--- src/rtl/bds_pkg.sv ---
`timescale 1ns / 1ps
// Shared types, codes and BCD helper functions for the BCD date stepper.
// No dependencies; used by the interfaces, bds_step and bcd_date_step_top.
package bds_pkg;

  localparam logic OP_NEXT = 1'b0;
  localparam logic OP_PREV = 1'b1;

  localparam logic [1:0] ST_OK      = 2'd0;
  localparam logic [1:0] ST_INVALID = 2'd1;
  localparam logic [1:0] ST_RANGE   = 2'd2;

  typedef struct packed {
    logic       operation;
    logic [7:0] century_bcd;
    logic [7:0] year_low_bcd;
    logic [7:0] month_bcd;
    logic [7:0] day_bcd;
  } item_t;

  typedef struct packed {
    logic [7:0] out_century_bcd;
    logic [7:0] out_year_low_bcd;
    logic [7:0] out_month_bcd;
    logic [7:0] out_day_bcd;
    logic [1:0] status;
  } result_t;

  // Both digits 0..9.
  function automatic logic bcd_ok(input logic [7:0] b);
    bcd_ok = (b[7:4] <= 4'd9) && (b[3:0] <= 4'd9);
  endfunction

  // Caller keeps the value below 99.
  function automatic logic [7:0] bcd_inc(input logic [7:0] b);
    if (b[3:0] == 4'd9) begin
      bcd_inc = {b[7:4] + 4'd1, 4'd0};
    end else begin
      bcd_inc = {b[7:4], b[3:0] + 4'd1};
    end
  endfunction

  // Caller keeps the value above 00.
  function automatic logic [7:0] bcd_dec(input logic [7:0] b);
    if (b[3:0] == 4'd0) begin
      bcd_dec = {b[7:4] - 4'd1, 4'd9};
    end else begin
      bcd_dec = {b[7:4], b[3:0] - 4'd1};
    end
  endfunction

  // Month length as a BCD byte; month is a valid BCD month.
  function automatic logic [7:0] month_len(input logic [7:0] month, input logic leap);
    case (month)
      8'h02:                      month_len = leap ? 8'h29 : 8'h28;
      8'h04, 8'h06, 8'h09, 8'h11: month_len = 8'h30;
      default:                    month_len = 8'h31;
    endcase
  endfunction

endpackage

--- src/rtl/bds_item_if.sv ---
`timescale 1ns / 1ps
// Input channel of the date stepper: valid/ready plus one item_t.
// Depends on bds_pkg.
interface bds_item_if import bds_pkg::*; ();
  logic  valid;
  logic  ready;
  item_t data;

  modport source (output valid, output data, input ready);
  modport sink (input valid, input data, output ready);
endinterface

--- src/rtl/bds_result_if.sv ---
`timescale 1ns / 1ps
// Result channel of the date stepper: valid/ready plus one result_t.
// Depends on bds_pkg.
interface bds_result_if import bds_pkg::*; ();
  logic    valid;
  logic    ready;
  result_t data;

  modport source (output valid, output data, input ready);
  modport sink (input valid, input data, output ready);
endinterface

--- src/rtl/bds_step.sv ---
`timescale 1ns / 1ps
// Combinational next/previous day step on BCD calendar fields.
// Depends on bds_pkg.
module bds_step import bds_pkg::*; (
  input  item_t   item,
  output result_t result
);

  logic       digits_ok;
  logic       month_ok;
  logic       leap;
  logic [7:0] mlen;
  logic [7:0] prev_month;
  logic       day_ok;
  logic       year_top;
  logic       year_bottom;
  logic [1:0] cen_mod;
  logic [1:0] ylo_mod;

  always_comb begin
    digits_ok = bcd_ok(item.century_bcd) && bcd_ok(item.year_low_bcd) &&
                bcd_ok(item.month_bcd) && bcd_ok(item.day_bcd);
    month_ok  = (item.month_bcd >= 8'h01) && (item.month_bcd <= 8'h12);
    // 10*hi + lo mod 4 == 2*hi + lo mod 4
    cen_mod   = {1'b0, item.century_bcd[4]} + item.century_bcd[1:0]
                + {1'b0, item.century_bcd[4]};
    ylo_mod   = {1'b0, item.year_low_bcd[4]} + item.year_low_bcd[1:0]
                + {1'b0, item.year_low_bcd[4]};
    if (item.year_low_bcd == 8'h00) begin
      leap = (cen_mod == 2'd0);
    end else begin
      leap = (ylo_mod == 2'd0);
    end
    mlen        = month_len(item.month_bcd, leap);
    prev_month  = bcd_dec(item.month_bcd);
    day_ok      = (item.day_bcd != 8'h00) && (item.day_bcd <= mlen);
    year_top    = (item.century_bcd == 8'h99) && (item.year_low_bcd == 8'h99);
    year_bottom = (item.century_bcd == 8'h00) && (item.year_low_bcd == 8'h00);

    result.out_century_bcd  = item.century_bcd;
    result.out_year_low_bcd = item.year_low_bcd;
    result.out_month_bcd    = item.month_bcd;
    result.out_day_bcd      = item.day_bcd;
    result.status           = ST_OK;

    if (!digits_ok || !month_ok || !day_ok) begin
      result.status = ST_INVALID;
    end else if (item.operation == OP_NEXT) begin
      if (item.day_bcd != mlen) begin
        result.out_day_bcd = bcd_inc(item.day_bcd);
      end else if (item.month_bcd != 8'h12) begin
        result.out_month_bcd = bcd_inc(item.month_bcd);
        result.out_day_bcd   = 8'h01;
      end else if (!year_top) begin
        if (item.year_low_bcd == 8'h99) begin
          result.out_year_low_bcd = 8'h00;
          result.out_century_bcd  = bcd_inc(item.century_bcd);
        end else begin
          result.out_year_low_bcd = bcd_inc(item.year_low_bcd);
        end
        result.out_month_bcd = 8'h01;
        result.out_day_bcd   = 8'h01;
      end else begin
        result.status = ST_RANGE;
      end
    end else begin
      if (item.day_bcd != 8'h01) begin
        result.out_day_bcd = bcd_dec(item.day_bcd);
      end else if (item.month_bcd != 8'h01) begin
        result.out_month_bcd = prev_month;
        result.out_day_bcd   = month_len(prev_month, leap);
      end else if (!year_bottom) begin
        if (item.year_low_bcd == 8'h00) begin
          result.out_year_low_bcd = 8'h99;
          result.out_century_bcd  = bcd_dec(item.century_bcd);
        end else begin
          result.out_year_low_bcd = bcd_dec(item.year_low_bcd);
        end
        result.out_month_bcd = 8'h12;
        result.out_day_bcd   = 8'h31;
      end else begin
        result.status = ST_RANGE;
      end
    end
  end

endmodule

--- src/rtl/bcd_date_step_top.sv ---
`timescale 1ns / 1ps
// BCD date stepper top: input register, bds_step logic, result register.
// An accepted date is held in the input register, then stepped into the result register once that is free.
// Throughput: one date per cycle while result.ready is high; the only loop is the valid/ready chain.
// Reset (rst, synchronous): both stage valids cleared; payloads not reset.
// Depends on bds_pkg, bds_item_if, bds_result_if, bds_step.
module bcd_date_step_top import bds_pkg::*; (
  input  logic clk,
  input  logic rst,
  bds_item_if.sink     item,
  bds_result_if.source result
);

  logic    in_valid;
  item_t   in_data;
  logic    out_valid;
  result_t out_data;
  result_t step_res;
  logic    out_free;
  logic    advance;

  assign out_free   = !out_valid || result.ready;
  assign advance    = in_valid && out_free;
  assign item.ready = !in_valid || out_free;

  bds_step u_step (
    .item   (in_data),
    .result (step_res)
  );

  always_ff @(posedge clk) begin
    if (rst) begin
      in_valid <= 1'b0;
    end else if (item.ready) begin
      in_valid <= item.valid;
    end
    if (item.valid && item.ready) begin
      in_data <= item.data;
    end
  end

  always_ff @(posedge clk) begin
    if (rst) begin
      out_valid <= 1'b0;
    end else if (out_free) begin
      out_valid <= in_valid;
    end
    if (advance) begin
      out_data <= step_res;
    end
  end

  assign result.valid = out_valid;
  assign result.data  = out_data;

  a_advance_fills: assert property (@(posedge clk) disable iff (rst)
    advance |=> out_valid)
    else $error("stage transfer did not fill result register");

  a_stall_holds: assert property (@(posedge clk) disable iff (rst)
    (in_valid && !out_free) |=> (in_valid && $stable(in_data)))
    else $error("input stage lost or changed a stalled item");

  a_empty_ready: assert property (@(posedge clk) disable iff (rst)
    !in_valid |-> item.ready)
    else $error("empty input stage not ready");

  a_status_code: assert property (@(posedge clk) disable iff (rst)
    out_valid |-> (out_data.status == ST_OK || out_data.status == ST_INVALID ||
                   out_data.status == ST_RANGE))
    else $error("result status holds an unused code");

endmodule
--- src/flat_wrapper.sv ---
// flat-port wrapper written by rule: the top's interface ports become plain ports
module bcd_date_step_top_flat import bds_pkg::*;
  (clk, rst, item_valid, item_data, item_ready, result_valid, result_data, result_ready);
  bds_item_if item_i ();
  bds_result_if result_i ();
  input  logic clk;
  input  logic rst;
  input wire logic [$bits(item_i.valid)-1:0] item_valid;
  input wire logic [$bits(item_i.data)-1:0] item_data;
  output wire logic [$bits(item_i.ready)-1:0] item_ready;
  output wire logic [$bits(result_i.valid)-1:0] result_valid;
  output wire logic [$bits(result_i.data)-1:0] result_data;
  input wire logic [$bits(result_i.ready)-1:0] result_ready;
  assign item_i.valid = item_valid;
  assign item_i.data = item_data;
  assign item_ready = item_i.ready;
  assign result_valid = result_i.valid;
  assign result_data = result_i.data;
  assign result_i.ready = result_ready;
  bcd_date_step_top u_core (.clk(clk), .rst(rst), .item(item_i), .result(result_i));
endmodule
--- config.mk ---
export PLATFORM = sky130hd
export DESIGN_NAME = bcd_date_step_top_flat
export DESIGN_NICKNAME = d
export VERILOG_FILES = /design/src/rtl/bds_pkg.sv /design/src/rtl/bds_item_if.sv /design/src/rtl/bds_result_if.sv /design/src/rtl/bds_step.sv /design/src/rtl/bcd_date_step_top.sv /design/src/flat_wrapper.sv
export SDC_FILE = /design/constraint.sdc
export NUM_CORES = 1
export LEC_CHECK = 0
export ABC_AREA = 0
export BUFFER_PORTS_ARGS = -buffer_cell sky130_fd_sc_hd__clkbuf_2
export CAP_MARGIN = 10
export CELL_PAD_IN_SITES_DETAIL_PLACEMENT = 0
export CELL_PAD_IN_SITES_GLOBAL_PLACEMENT = 1
export CORE_ASPECT_RATIO = 1.4
export CORE_MARGIN = 2
export CORE_UTILIZATION = 40
export CTS_CLUSTER_SIZE = 30
export DETAILED_ROUTE_END_ITERATION = 10
export GPL_TIMING_DRIVEN = 0
export PLACE_DENSITY = 0.85
export SKIP_CTS_REPAIR_TIMING = 1
export SYNTH_ARGS = -nofsm -noshare
export SYNTH_HDL_FRONTEND = slang
export SYNTH_HIERARCHICAL = 1
export SYNTH_SLANG_ARGS = --single-unit
--- constraint.sdc ---
create_clock -name clk -period 4.15 [get_ports clk]
set_input_delay 0.2075 -clock clk [delete_from_list [all_inputs] [get_ports clk]]
set_output_delay 0.2075 -clock clk [all_outputs]
set_load 0.005 [all_outputs]
Yosys cells after proc, flatten, opt, wreduce, memory -nomap -nowiden --
Index checks and enable logic that the tools add are counted.
Storage, ports and cells: flip-flop bits (word level) 69, latch bits 0, RAM bits 0, memory bits (read-only) 0, bits of input ports 37, output and inout port bits 36, logic and storage cells 130, memories kept 0
Cells by class: $add $sub $neg 20, multipliers 0, div/mod/pow operators 0, $lt $le $gt $ge 11, equal/unequal tests 20, shift-type cells 0, multiplexer cells 34, bitwise gates (word level) 0, reductions and logical operators 33
Operator list (count):
- $mux 8 | 14
- $mux 32 | 3
- $mux 16 | 4
- $mux 24 | 2
- $mux 34 | 1
- $add 4x1->4 const B | 8
- $eq 8x3->1 const B | 4
- $le 4x4->1 const B | 8
- $sub 4x1->4 const B | 8
- $pmux 5 s2 | 2
- $eq 4x4->1 const B | 4
- $eq 8x2->1 const B | 2
- $eq 8x4->1 const B | 2
- $eq 8x5->1 const B | 2
- $eq 8x8->1 const B | 2
- $logic_not 4->1 | 4
- $logic_not 8->1 | 2
- $ne 8x1->1 const B | 2
- $logic_and 1x1->1 | 13
- $mux 2 | 6
- $ge 8x1->1 const B | 1
- $le 8x5->1 const B | 1
- $le 8x8->1 | 1
- $ne 8x5->1 const B | 1
- other kinds (9) | 21

Logic depth before layout (Yosys ltp) --
Gate-level depths: netlist (run 1).
word-level depth 11, depth in mapped cells 16, mapped depth without buffers 13

Hierarchy --
Netlist (run 1), hierarchy kept.
By module, submodules not included:
- bds_step | instances 1, cells each 441, area an instance 2860.2 µm², seq. area each 0.0 µm²
- bcd_date_step_top | instances 1, cells each 77, area an instance 2115.8 µm², seq. area each 2052.0 µm²

Worst setup path before layout (run 1) --
OpenSTA, ideal clock, no wires.
kind register to register, from register u_core/in_data[20] (netlist bit), to register u_core.out_data, in the netlist u_core/result.data[21] (data pin), setup time 0.267 ns, arrival time 3.611 ns, required time 3.883 ns, setup slack 0.272 ns, cell stages (with the launch flop) 16, buffers on the path 3, period minus slack after synthesis 3.878 ns, cell sequence edfxtp_1 > clkbuf_1 > inv_1 > ha_1 > or3b_2 > or2_4 > a21oi_1 > mux2i_1 > ha_1 > nand3_1 > o221a_1 > or4_1 > buf_2 > buf_2 > o31ai_1 > o21ai_1
RTL lines:
- from (decl) | line bcd_date_step_top.sv:15 | item_t in_data;
- from (signal assigned) | line bcd_date_step_top.sv:38 | in_data <= item.data;
- to (signal assigned) | line bcd_date_step_top.sv:49 | out_data <= step_res;
- to (decl) | line bcd_date_step_top.sv:17 | result_t out_data;

==> flow_summary_export.csv, run 1 <==
group,metric,value,unit
power_and_ir_drop,pwr_density_cell,309,nW/um2
place,postPlaceCellArea,5520,um2
synthesis,yosysTopAreaCell,"edfxtp_1",
synthesis,avgSynthCellArea,9.61,um2
final_layout,final_core_util,48.5,%
synthesis,yosys_warnings,6,
power_and_ir_drop,clkPwrFrac,40.4,%
synthesis,synthesis.area,4980,um2
drt,first_pass_iters,6,
critical_path,critPathMaxStageDelay,580,ps
global_routing,gr-usage-met1,27.5,%
die,die_width,98.3,um
synthesis,synth_area_leaders,"edfxtp_1 40%, ha_1 7.0%, a21oi_1 3.0%",
drt,drt_iter0_drc,461,
synthesis,ys.flop_type,"edfxtp_1",
drt,wl,15100,um
drt,num_vias,4647,
power_and_ir_drop,power_switching_share,25.4,%
critical_path,cp.arrival,4100,ps
sta,tightest_slew,948,ps
global_routing,overflow,0,
synthesis,synth.most_common_cell,"edfxtp_1",
final_layout,layout-area-overhead-vs-synth,19.5,%
sta,final-hold-violation-count,0,
critical_path,worstSetupStartpointType,"register",
global_routing,grt_use_met2,39.9,%
sta,period_share,97.1,%
sta,setup_violations,0,
die,io-pin-count,73,
die,dieArea,13400,um2
drt,antenna_left,0,
clock_network,htreeDepth,3,
power_and_ir_drop,power.share.combinational,13.8,%
final_layout,seq_area,2050,um2
critical_path,cp_slowest_cell,"or4_4",
synthesis,syn_inst,518,
die,core_area,12300,um2
critical_path,path_max_fanout,10,
critical_path,required,4220,ps
sta,maxSlewHeadroom,36.2,%
run_status,status,"complete, no violations",
final_layout,drive_gt1_share,23.4,%
global_routing,grt_max_degree,35,
global_routing,met3_usage,3.34,%
synthesis,synth.top_cell.area_share,40.4,%
place,gp_congestion,0.970,
clock_network,insertion_delay,330,ps
sta,maxSlewViolCount,0,
synthesis,synth_edf_count,67,
synthesis,ys_ff_latch,69,
final_layout,fin_area,5950,um2
power_and_ir_drop,p_sw,0.467,mW
global_routing,grt_pass1_wl,24000,um
die,start_util,40.6,%
synthesis,synth.distinct_cells,77,
clock_network,cts_root_buffer,"clkbuf_16",
sta,min_period,4030,ps
clock_network,clk_pin_slew,60,ps
power_and_ir_drop,power.leakage,2.21,nW
die,die_h,136,um
critical_path,worstPathCellList,"inv_2, ha_1, or3b_4, or2_4, a21oi_4, mux2i_1, ha_1, nand3_2, o221a_1, or4_4, buf_6, buf_4, o31ai_1, o21ai_1",
clock_network,cts_sinks,69,
final_layout,multi_input_area,2760,um2
power_and_ir_drop,p_seq_share,45.7,%
place,io_buffers,72,
synthesis,synthArstFlopShare,0,%
critical_path,critPathMostFrequentCell,"ha_1",
global_routing,top_usage_layer,"met2",
min_path,hold_path.class,"in -> reg",
clock_network,numCtsBuffers,9,
drt,wl_per_cell,19.8,um
drt,routed_via_density,6.11,
power_and_ir_drop,p_int,1.37,mW
synthesis,synth_nets,583,
power_and_ir_drop,vdd_ir_drop_max,0.000238,V
place,dp_hpwl,10900,um
critical_path,cp-end-kind,"register",
sta,finalClockSkew,8.04,ps
final_layout,nets,670,
final_layout,nFillCells,1220,
global_routing,grt_pass1_vias,4484,
global_routing,grt_usage,22.6,%
global_routing,antenna_found_initial,0,
die,rows,48,
clock_network,clockBufferDepth,2,
flow_run,cap_violations,0,
sta,fmax,0.248,GHz
synthesis,yosysSeqAreaShare,41.2,%
final_layout,antenna_cells,0,
clock_network,cts_tree,"yes",
drt,drc,0,
synthesis,synth_commonest_cells,"67 x edfxtp_1, 37 x nor2_1, 30 x a21oi_1",
critical_path,path_class,"reg -> reg",
## metrics by stage
stage	hold slack [ps]	std cells	power (mW)	TNS, ps	setup slack [ps]
final	47.5	760	1.84	0	120
after global routing	40.8	760	1.92	-21.0	-14.3
after CTS	37.9	756	1.84	-14670	-596
after detailed placement	386	740	1.09	-13830	-573
after global placement	384	740	1.09	-11390	-511
after floorplan	270	518	1.00	0	272
## worst paths after layout
kind,from,to,slack [ps],cells past startpoint
setup / recovery,u_core/in_data[20],u_core/result.data[21],120,14
hold / removal,item_data[24],u_core/in_data[24],50,1
setup reg to reg,u_core/in_data[20],u_core/result.data[21],120,14
hold reg to reg,u_core/in_valid,u_core/result.valid,500,2
## critical path, delay by kind of cell, from the launching register on
kind / cells / cell delay (ps)
AND/OR/NAND/NOR: 4 / 1400
AO/OA/AOI/OAI: 4 / 760
adder cells (fa/ha/maj): 2 / 470
multiplexers: 1 / 100
flip-flops: 1 / 510
buffers and inverters: 3 / 530
## registers in the layout (all words and copies together) (netlist names)
signal	flops
u_core/result.data	34
u_core/in_data	33
u_core/in_valid	1
u_core/result.valid	1
## metal layers
layer  vias up  part of all wire [%]
li1       2186                     -
met1      2237                    40
met5         -                     0
met2       194                    52
met3        30                   5.3
met4         0                   2.7
## final cells by class
cell class	count	share of cell area, %
well taps	150	3.16
flip-flops and latches	69	34.5
multi-input cells	390	46.4
inverters	23	1.45
plain buffers	33	2.78
repair buffers	79	6.94
clock buffers	11	3.91
clock inverters	5	0.862
## power by group through the flow
stage / Combinational (mW) / Sequential, mW / Clock (mW)
after global routing: 0.280 / 0.845 / 0.791
after detailed placement: 0.239 / 0.854 / 0
after CTS: 0.241 / 0.840 / 0.759
final: 0.254 / 0.840 / 0.742
after floorplan: 0.154 / 0.847 / 0
after global placement: 0.234 / 0.853 / 0
## cells by family (layout without fill, tap and decap cells)
kind of cell / after synthesis / after routing / synth area share (%)
DFF: 69 / 69 / 41.2
xor gates and xnor gates: 9 / 9 / 1.58
AOI/OAI and AO/OA: 157 / 157 / 21.7
buffers and inverters: 59 / 151 / 4.90
and+or+nand+nor: 190 / 190 / 22.3
muxes: 6 / 6 / 1.28
adders and majority gates: 28 / 28 / 7.04
## placed cells by master, fill, tap and decap left out, types with 7 or more instances in the layout
| cell type | count |
|---|---|
| clkbuf_2 | 77 |
| edfxtp_1 | 67 |
| nor2_1 | 37 |
| a21oi_1 | 29 |
| nand2_1 | 27 |
| ha_1 | 26 |
| o21ai_0 | 24 |
| nor3_1 | 22 |
| inv_1 | 20 |
| nand3_1 | 19 |
| clkbuf_1 | 18 |
| o21ai_1 | 14 |
| nor4_1 | 13 |
| buf_4 | 10 |
| clkbuf_16 | 9 |
| nand4_1 | 9 |
| nand3b_1 | 8 |
| buf_2 | 7 |
| xor2_1 | 7 |
| o31ai_1 | 7 |
(Power assumes the default switching activity.)
==> run 2: changes to the inputs <==
- SETUP_SLACK_MARGIN: not set -> 0.15
==> run 2 against run 1 <==
Against the previous run:
- clock skew about the same
- total power up 0.44%
- register-to-register slack better by 130 ps
- first-iteration DRC count down 9.8%
- non-clock buffer count up 6
- clock power about the same
- critical path depth up 1
- critical path type unchanged
==> flow_summary_export.csv, run 2 (synthesis gave the netlist of run 1 again) <==
group,metric,value,unit
final_layout,nFillCells,1196,
critical_path,worstSetupStartpointType,"register",
global_routing,antenna_found_initial,0,
sta,maxSlewHeadroom,37.4,%
critical_path,regToRegSetupSlack,250,ps
drt,first_pass_iters,6,
flow_run,cap_violations,0,
critical_path,path_class,"reg -> reg",
drt,routed_via_density,6.11,
clock_network,htreeDepth,3,
power_and_ir_drop,p_sw,0.472,mW
critical_path,cp.arrival,3970,ps
die,start_util,40.6,%
die,dieArea,13400,um2
drt,antenna_left,0,
power_and_ir_drop,p_seq_share,45.5,%
global_routing,overflow,0,
die,rows,48,
clock_network,cts_tree,"yes",
global_routing,grt_max_degree,35,
final_layout,layout-area-overhead-vs-synth,22.2,%
final_layout,largest_reg_flops,34,
place,gp_congestion,0.970,
min_path,hold_path.class,"in -> reg",
place,dp_hpwl,10900,um
place,io_buffers,72,
sta,worst_slack,247,ps
sta,period_share,94.1,%
place,detailedPlace.worstSlack,-573,ps
final_layout,final_cell_mix,"76 x clkbuf_2, 67 x edfxtp_1, 37 x nor2_1",
sta,maxSlewViolCount,0,
final_layout,multi_input_area,2830,um2
clock_network,insertion_delay,330,ps
final_layout,final_common_cell,"clkbuf_2",
final_layout,antenna_cells,0,
die,die_h,136,um
power_and_ir_drop,power.share.combinational,14.2,%
critical_path,required,4210,ps
power_and_ir_drop,p_int,1.37,mW
sta,holdWs,46.8,ps
global_routing,grt_pass1_wl,24000,um
power_and_ir_drop,clkPwrFrac,40.4,%
final_layout,drive_gt1_share,25.6,%
power_and_ir_drop,pwr_density_cell,303,nW/um2
die,io-pin-count,73,
drt,drt_iter0_drc,416,
die,die_width,98.3,um
drt,wl_per_cell,19.7,um
sta,fmax,0.256,GHz
sta,rsz0062_at_grt,"false",
power_and_ir_drop,power_switching_share,25.6,%
sta,min_period,3900,ps
run_status,status,"complete, no violations",
sta,setup_violations,0,
global_routing,grt_usage,22.6,%
die,core_area,12300,um2
clock_network,clk_pin_slew,60,ps
clock_network,clockBufferDepth,2,
drt,num_vias,4679,
drt,wl,15100,um
clock_network,cts_sinks,69,
critical_path,cp-end-kind,"register",
power_and_ir_drop,vdd_ir_drop_max,0.000243,V
final_layout,nets,676,
sta,finalClockSkew,7.71,ps
critical_path,path_max_fanout,10,
global_routing,grt_pass1_vias,4484,
clock_network,cts_root_buffer,"clkbuf_16",
sta,final-hold-violation-count,0,
final_layout,final_core_util,49.6,%
sta,tightest_slew,931,ps
clock_network,numCtsBuffers,9,
drt,drc,0,
power_and_ir_drop,power.leakage,2.26,nW
final_layout,seq_area,2050,um2
==> run 2: layout make-up <==
type / instances / area share, %
multi-input cells: 390 / 46.5
flip-flops and latches: 69 / 33.7
repair buffers: 82 / 7.16
clock buffers: 11 / 3.83
plain buffers: 36 / 3.35
well taps: 150 / 3.09
inverters: 23 / 1.46
clock inverters: 5 / 0.843
==> run 2: path summary, 6_finish.rpt <==
kind / start / endpoint / depth (start not counted)
max: u_core/in_data[20] / u_core/result.data[6] / 15
min: item_data[20] / u_core/in_data[20] / 1
max reg2reg: u_core/in_data[20] / u_core/result.data[6] / 15
min reg2reg: u_core/in_valid / u_core/result.valid / 2
==> run 2: per-stage QoR <==
| step | cell area (um2) | power, mW | setup TNS, ps | std cells |
|---|---|---|---|---|
| floorplan | 4980 | 1.00 | 0 | 518 |
| global placement | 5520 | 1.09 | -11390 | 740 |
| detailed placement | 5520 | 1.09 | -13830 | 740 |
| CTS | 5810 | 1.84 | -14670 | 756 |
| global route | 6080 | 1.92 | 0 | 766 |
| finish | 6080 | 1.84 | 0 | 766 |
==> run 2: per-layer routing <==
| metal | vias to the layer above | global-route usage [%] | part of all wire (%) |
|---|---|---|---|
| met5 | - | 0 | 0 |
| met4 | 0 | 9.67 | 2.7 |
| met3 | 28 | 3.34 | 6.0 |
| met2 | 202 | 39.9 | 52 |
| met1 | 2247 | 27.5 | 39 |
| li1 | 2202 | - | - |
==> run 2: worst max-delay path: stages, from the launching register on <==
cell	delay [ps]
edfxtp_1	430
buf_6	170
inv_4	80
ha_1	160
or3b_4	420
or2_4	280
a21oi_4	150
mux2i_1	100
ha_1	300
nand3_2	100
o221a_1	240
or4_4	540
buf_12	170
buf_4	200
o21ai_0	170
o21ai_1	130
==> run 2: power by group through the flow <==
stage	Combinational (mW)	Clock (mW)	Sequential, mW
CTS	0.241	0.759	0.840
global placement	0.234	0	0.853
detailed placement	0.239	0	0.854
global route	0.287	0.791	0.843
floorplan	0.154	0	0.847
finish	0.261	0.744	0.839
